===== config.mk =====
export PLATFORM = sky130hd
export DESIGN_NAME = lfu_cell
export DESIGN_NICKNAME = d
export VERILOG_FILES = /design/src/rtl/lfu_pkg.sv /design/src/rtl/lfu_cell.sv
export SDC_FILE = /design/constraint.sdc
export NUM_CORES = 1
export LEC_CHECK = 0
export ABC_CLOCK_PERIOD_IN_PS = 10800
export BUFFER_PORTS_ARGS = -buffer_cell sky130_fd_sc_hd__buf_2
export CORE_ASPECT_RATIO = 1.1
export CORE_MARGIN = 2
export CORE_UTILIZATION = 58
export CTS_BUF_LIST = sky130_fd_sc_hd__clkbuf_8
export DETAILED_ROUTE_END_ITERATION = 10
export PLACE_DENSITY = 0.95
export SYNTH_ARGS = -nofsm -noshare
export SYNTH_HDL_FRONTEND = slang
export SYNTH_SLANG_ARGS = --single-unit

===== constraint.sdc =====
create_clock -name clk -period 10.8 [get_ports clk]
set_input_delay 1.08 -clock clk [delete_from_list [all_inputs] [get_ports clk]]
set_output_delay 1.08 -clock clk [all_outputs]
set_load 0.02 [all_outputs]

===== src/rtl/lfu_pkg.sv =====
// Shared types and codes for the least-frequently-used key-value cache
`default_nettype none
package lfu_pkg;
    localparam int ENTRIES = 16;

    localparam logic [1:0] FUNC_GET = 2'd0;
    localparam logic [1:0] FUNC_PUT = 2'd1;
    localparam logic [1:0] FUNC_POP = 2'd2;

    localparam logic [1:0] STATUS_OK       = 2'd0;
    localparam logic [1:0] STATUS_MISS     = 2'd1;
    localparam logic [1:0] STATUS_POP_OVER = 2'd2;

    localparam logic [0:0] REG_CAPACITY = 1'd0;

    // Per-cycle command broadcast from the controller to every cell
    typedef struct packed {
        logic scan;       // cells forward scan data this cycle
        logic evict;      // cell matching victim index clears its valid bit
        logic bump;       // cell matching hit index raises its count
        logic write_val;  // cell matching hit index takes the new value
        logic insert;     // cell matching insert index (free or victim slot) takes the new entry
    } cell_cmd_t;
endpackage
`default_nettype wire


===== src/rtl/lfu_cell.sv =====
// One cache slot: holds an entry and folds it into the scan passed along the row
`default_nettype none
module lfu_cell #(
    parameter int KEY_BITS   = 32,
    parameter int VALUE_BITS = 32,
    parameter int COUNT_BITS = 16,
    parameter int IDX_BITS   = 4,
    parameter int SLOT       = 0
) (
    input  wire logic                  clk,
    input  wire logic                  rst_n,
    input  wire lfu_pkg::cell_cmd_t    cmd,
    input  wire logic [IDX_BITS-1:0]   tgt_idx,
    input  wire logic [IDX_BITS-1:0]   ins_idx,
    input  wire logic [KEY_BITS-1:0]   in_key,
    input  wire logic [VALUE_BITS-1:0] in_value,
    input  wire logic [31:0]           seq,
    // scan data arriving from the previous cell
    input  wire logic                  hit_in,
    input  wire logic [IDX_BITS-1:0]   hit_idx_in,
    input  wire logic [VALUE_BITS-1:0] hit_val_in,
    input  wire logic                  vic_in,
    input  wire logic [IDX_BITS-1:0]   vic_idx_in,
    input  wire logic [KEY_BITS-1:0]   vic_key_in,
    input  wire logic [COUNT_BITS-1:0] vic_cnt_in,
    input  wire logic [31:0]           vic_age_in,
    input  wire logic                  free_in,
    input  wire logic [IDX_BITS-1:0]   free_idx_in,
    // scan data handed to the next cell
    output logic                       hit_out,
    output logic [IDX_BITS-1:0]        hit_idx_out,
    output logic [VALUE_BITS-1:0]      hit_val_out,
    output logic                       vic_out,
    output logic [IDX_BITS-1:0]        vic_idx_out,
    output logic [KEY_BITS-1:0]        vic_key_out,
    output logic [COUNT_BITS-1:0]      vic_cnt_out,
    output logic [31:0]                vic_age_out,
    output logic                       free_out,
    output logic [IDX_BITS-1:0]        free_idx_out
);
    localparam logic [IDX_BITS-1:0] MY_IDX = IDX_BITS'(SLOT);

    logic                  valid_reg;
    logic [KEY_BITS-1:0]   key_reg;
    logic [VALUE_BITS-1:0] value_reg;
    logic [COUNT_BITS-1:0] count_reg;
    logic [31:0]           stamp_reg;
    logic [31:0]           age;
    logic                  beats;

    assign age   = seq - stamp_reg;
    assign beats = valid_reg && (!vic_in || count_reg < vic_cnt_in ||
                   (count_reg == vic_cnt_in && age < vic_age_in));

    always_ff @(posedge clk or negedge rst_n)
    begin
        if (!rst_n)
        begin
            valid_reg    <= 1'b0;
            hit_out      <= 1'b0;
            vic_out      <= 1'b0;
            free_out     <= 1'b0;
        end
        else
        begin
            if (cmd.evict && tgt_idx == MY_IDX)
                valid_reg <= 1'b0;
            if (cmd.insert && ins_idx == MY_IDX)
                valid_reg <= 1'b1;
            if (cmd.scan)
            begin
                hit_out  <= hit_in || (valid_reg && key_reg == in_key);
                vic_out  <= vic_in || valid_reg;
                free_out <= free_in || !valid_reg;
            end
        end
    end

    always_ff @(posedge clk)
    begin
        if (cmd.bump && tgt_idx == MY_IDX && count_reg != {COUNT_BITS{1'b1}})
            count_reg <= count_reg + 1'b1;
        if (cmd.write_val && tgt_idx == MY_IDX)
            value_reg <= in_value;
        if (cmd.insert && ins_idx == MY_IDX)
        begin
            key_reg   <= in_key;
            value_reg <= in_value;
            count_reg <= COUNT_BITS'(1);
            stamp_reg <= seq;
        end
        if (cmd.scan)
        begin
            if (!hit_in && valid_reg && key_reg == in_key)
            begin
                hit_idx_out <= MY_IDX;
                hit_val_out <= value_reg;
            end
            else
            begin
                hit_idx_out <= hit_idx_in;
                hit_val_out <= hit_val_in;
            end
            if (beats)
            begin
                vic_idx_out <= MY_IDX;
                vic_key_out <= key_reg;
                vic_cnt_out <= count_reg;
                vic_age_out <= age;
            end
            else
            begin
                vic_idx_out <= vic_idx_in;
                vic_key_out <= vic_key_in;
                vic_cnt_out <= vic_cnt_in;
                vic_age_out <= vic_age_in;
            end
            free_idx_out <= (!free_in && !valid_reg) ? MY_IDX : free_idx_in;
        end
    end
endmodule
`default_nettype wire


==> metrics.log <==
INFO  metric vias = 9,879
INFO  metric top_cells_by_area_synth = sky130_fd_sc_hd__edfxtp_1 54%, sky130_fd_sc_hd__ha_1 8.1%, sky130_fd_sc_hd__mux2_2 6.9%
INFO  metric critPathKind = input pin to flip-flop
INFO  metric worst-r2r-cell-count = 19
INFO  metric min_period_over_period = 0.626
INFO  metric timing.fmax = 0.148 GHz
INFO  metric post_cts_hold_buffer_count = 0
INFO  metric clk_sink_count = 240
INFO  metric wl = 35,900 um
INFO  metric crit_path_max_incr_delay = 580 ps
INFO  metric area_growth_syn_to_layout = 23.8%
INFO  metric skew = 38.6 ps
INFO  metric synth_cells = 986
INFO  metric grt_usage = 0.312
INFO  metric grt_antenna_before_repair = 13
INFO  metric setup_viol_count_final = 0
INFO  metric grt_max_degree = 75
INFO  metric cts_tree = done
INFO  metric cell_chain_of_the_critical_path = buf_2 -> inv_1 -> ha_1 -> inv_1 -> fa_1 -> a21o_1 -> a221oi_2 -> o31ai_2 -> a221o_1 -> a221oi_2 -> o211ai_1 -> a31oi_1 -> xnor2_1 -> ha_1 -> a21o_1 -> a2111oi_0 -> nand2_1 -> a211oi_1 -> or2_2 -> buf_4 -> mux2_2
INFO  metric stdcell_area = 15,200 sq um
INFO  metric cellPowerDensity = 160 nW/um^2
INFO  metric critical_path.slowest_cell = sky130_fd_sc_hd__a211oi_1
INFO  metric row_count = 55
INFO  metric grt_overflow = 0
INFO  metric insertion_delay = 550 ps
INFO  metric number_of_flops_mapped_to_enable_cells_by_yosys = 220
INFO  metric core-area = 20,600 sq um
INFO  metric cts.reportedPaths.clkPinSlew = 60 ps
INFO  metric boundaryPins = 365
INFO  metric period_minus_slack = 6770 ps
INFO  metric hold_viol_final = 0
INFO  metric layout-drive-gt1-share = 0.364
INFO  metric static-leakage-power = 6.59 nW
INFO  metric ctsLongestPathBuffers = 3
INFO  metric multi_input_comb_area = 4810 sq um
INFO  metric num-nets-final = 1,694
INFO  metric worst-endpoint-arrival = 7040 ps
INFO  metric rsz0062_at_grt = false
INFO  metric grt_first_pass_wirelength = 53,000 um
INFO  metric slew_viol_final = 0
INFO  metric placedInstanceArea = 14,400 sq um
INFO  metric synth-seq-cells = 240
INFO  metric first_global_vias = 10,129
INFO  metric synth_warnings = 0
INFO  metric cell_area_synth = 12,300 sq um
INFO  metric yosys.area.top_type = sky130_fd_sc_hd__edfxtp_1
INFO  metric max_cap_violations = 0
INFO  metric vias_per_cell = 5.91
INFO  metric yosys_cell_types = 60
INFO  metric tightestPinTransition = 981 ps
INFO  metric synthesis.nets = 1,304
INFO  metric ctsHtreeMaxLevel = 2
INFO  metric setup_tns = 0 ps
INFO  metric hpwlAfterDp = 26,500 um
INFO  metric yosys.area.top_type_share = 0.539
INFO  metric critical_path.top_delay_family = compound AO/OA/AOI/OAI gates
INFO  metric drt_first_pass_iters = 5
INFO  metric fillers = 1,312
INFO  metric seq_area = 7030 sq um
INFO  metric design.die.area = 22,300 sq um
INFO  metric place.gp.congestion = 1.01
INFO  metric timing.critical_path.from_type = input pin
INFO  metric critical_path_cell_count = 21
INFO  metric drtIter0Drc = 664
INFO  metric worst-r2r-setup-slack = 4410 ps
INFO  metric cts_buffers = 40
INFO  metric post_cts.resized_instances = 0
INFO  metric endpoint_kind = flip-flop
INFO  metric synth_sequential_area_ratio = 0.574
INFO  metric worst-endpoint-required = 11,080 ps
INFO  metric critical_path.n_buffers_inverters = 4
INFO  metric remaining_drc_errors = 0
INFO  metric synth-async-reset-ratio = 0.0167
INFO  metric max_fo_critical_path = 48
INFO  metric final_antenna_net_count = 0
INFO  metric yosys_most_used_dff = sky130_fd_sc_hd__edfxtp_1
INFO  metric cts.root.buffer_cell = sky130_fd_sc_hd__clkbuf_8
INFO  metric hp-class = input pin to asynchronous set/reset pin
INFO  metric die_w = 143 um
INFO  metric starting_density_of_the_core = 0.593
INFO  metric dieHeight = 156 um
INFO  metric avgRoutedWirePerCell = 21.5 um
INFO  metric headroom_to_the_max_slew_limit = 0.344
INFO  metric port_buffers = 364
INFO  metric status = completed
INFO  metric final_util = 0.735
INFO  metric irDropWorstVdd = 0.000123 V
INFO  metric avgSynthCellArea = 12.4 sq um
INFO  metric postCtsSetupBuffers = 0
-- layer usage --
metal | vias up | wire [um] | track usage | part of all wire
met2 | 630 | 18300 | 0.558 | 0.51
met3 | 172 | 3580 | 0.0881 | 0.10
met5 | - | 21 | 0 | 0.00058
met1 | 4649 | 11900 | 0.325 | 0.33
met4 | 4 | 2120 | 0.187 | 0.059
li1 | 4424 | - | - | -
-- stage by stage --
stage / setup slack (ps) / total power [W] / hold WS (ps) / instances
after floorplan: 5040 / 0.00144 / 492 / 986
after global placement: 3910 / 0.00159 / 504 / 1590
after detailed placement: 3600 / 0.00162 / 531 / 1590
after CTS: 4160 / 0.00242 / 321 / 1659
after global routing: 3640 / 0.00251 / 327 / 1667
final: 4030 / 0.00242 / 348 / 1672
-- synthesized netlist by cell type (8+ instances only) --
cell type                  count
sky130_fd_sc_hd__nand4_1      18
sky130_fd_sc_hd__xnor2_1      42
sky130_fd_sc_hd__a21oi_1      48
sky130_fd_sc_hd__nand2_1      68
sky130_fd_sc_hd__nor2_1       53
sky130_fd_sc_hd__mux2_2       75
sky130_fd_sc_hd__nor3_1        9
sky130_fd_sc_hd__dfxtp_1      16
sky130_fd_sc_hd__o21ai_0      54
sky130_fd_sc_hd__buf_2         9
sky130_fd_sc_hd__nor2b_1      17
sky130_fd_sc_hd__and3_1        8
sky130_fd_sc_hd__clkbuf_1     10
sky130_fd_sc_hd__a21o_1       12
sky130_fd_sc_hd__edfxtp_1    220
sky130_fd_sc_hd__ha_1         79
sky130_fd_sc_hd__nand3_1      16
sky130_fd_sc_hd__inv_1        87
sky130_fd_sc_hd__xor2_1       32
-- path summary, 6_finish.rpt --
path | start | to
max | seq[0] | vic_age_out[7]
min | rst_n | free_out
max reg2reg | stamp_reg[0] | vic_age_out[7]
min reg2reg | vic_out | vic_out
max in group asynchronous | rst_n | vic_out
min in group clk | vic_out | vic_out
-- final cells by class --
class                      instances  area share
clock buffer                      42      0.0381
antenna                           13     0.00214
tap                              256      0.0211
inverter                          87      0.0215
sequential                       240       0.463
multi-input combinational        638       0.317
timing repair buffer             369       0.123
clock inverter                    27      0.0136
-- power by group --
group	leakage [nW]	total, W	internal [W]	switching (W)
clock	0.430	0.000810	0.000435	0.000375
sequential	2.26	0.00113	0.00110	0.0000310
combinational	3.89	0.000483	0.000191	0.000292
total	6.59	0.00242	0.00173	0.000698
-- worst reg2reg max path, stage by stage (launching register included) --
cell and delay, ps:
sky130_fd_sc_hd__edfxtp_1 340, sky130_fd_sc_hd__ha_1 150, sky130_fd_sc_hd__inv_1 50, sky130_fd_sc_hd__fa_1 410, sky130_fd_sc_hd__a21o_1 210, sky130_fd_sc_hd__a221oi_2 390
sky130_fd_sc_hd__o31ai_2 200, sky130_fd_sc_hd__a221o_1 400, sky130_fd_sc_hd__a221oi_2 370, sky130_fd_sc_hd__o211ai_1 170, sky130_fd_sc_hd__a31oi_1 230, sky130_fd_sc_hd__xnor2_1 140
sky130_fd_sc_hd__ha_1 260, sky130_fd_sc_hd__a21o_1 160, sky130_fd_sc_hd__a2111oi_0 470, sky130_fd_sc_hd__nand2_1 150, sky130_fd_sc_hd__a211oi_1 580, sky130_fd_sc_hd__or2_2 560
sky130_fd_sc_hd__buf_4 510, sky130_fd_sc_hd__mux2_2 400
-- cell families after synthesis --
| group | Yosys count | synth area share |
|---|---|---|
| flip-flops | 240 | 0.574 |
| AND/OR/NAND/NOR | 226 | 0.0901 |
| AO/OA/AOI/OAI | 181 | 0.0952 |
| buffers and inverters | 108 | 0.0349 |
| adder cells (fa/ha/maj) | 80 | 0.0823 |
| multiplexers | 77 | 0.0710 |
| XOR/XNOR | 74 | 0.0529 |
-- layout by cell type (no fill, tap or decap), types with 8 or more instances in the layout --
cell / count
sky130_fd_sc_hd__nand3_1: 16
sky130_fd_sc_hd__a21oi_1: 48
sky130_fd_sc_hd__o21ai_0: 54
sky130_fd_sc_hd__mux2_2: 75
sky130_fd_sc_hd__clkinv_1: 8
sky130_fd_sc_hd__xnor2_1: 42
sky130_fd_sc_hd__nor2_1: 51
sky130_fd_sc_hd__a21o_1: 12
sky130_fd_sc_hd__dfxtp_1: 16
sky130_fd_sc_hd__buf_2: 363
sky130_fd_sc_hd__and3_1: 8
sky130_fd_sc_hd__clkbuf_8: 42
sky130_fd_sc_hd__inv_1: 95
sky130_fd_sc_hd__nand4_1: 18
sky130_fd_sc_hd__diode_2: 13
sky130_fd_sc_hd__edfxtp_1: 220
sky130_fd_sc_hd__nor3_1: 9
sky130_fd_sc_hd__xor2_1: 32
sky130_fd_sc_hd__ha_1: 79
sky130_fd_sc_hd__nor2b_1: 17
sky130_fd_sc_hd__nand2_1: 68
Power figures use the tool's default switching activity.
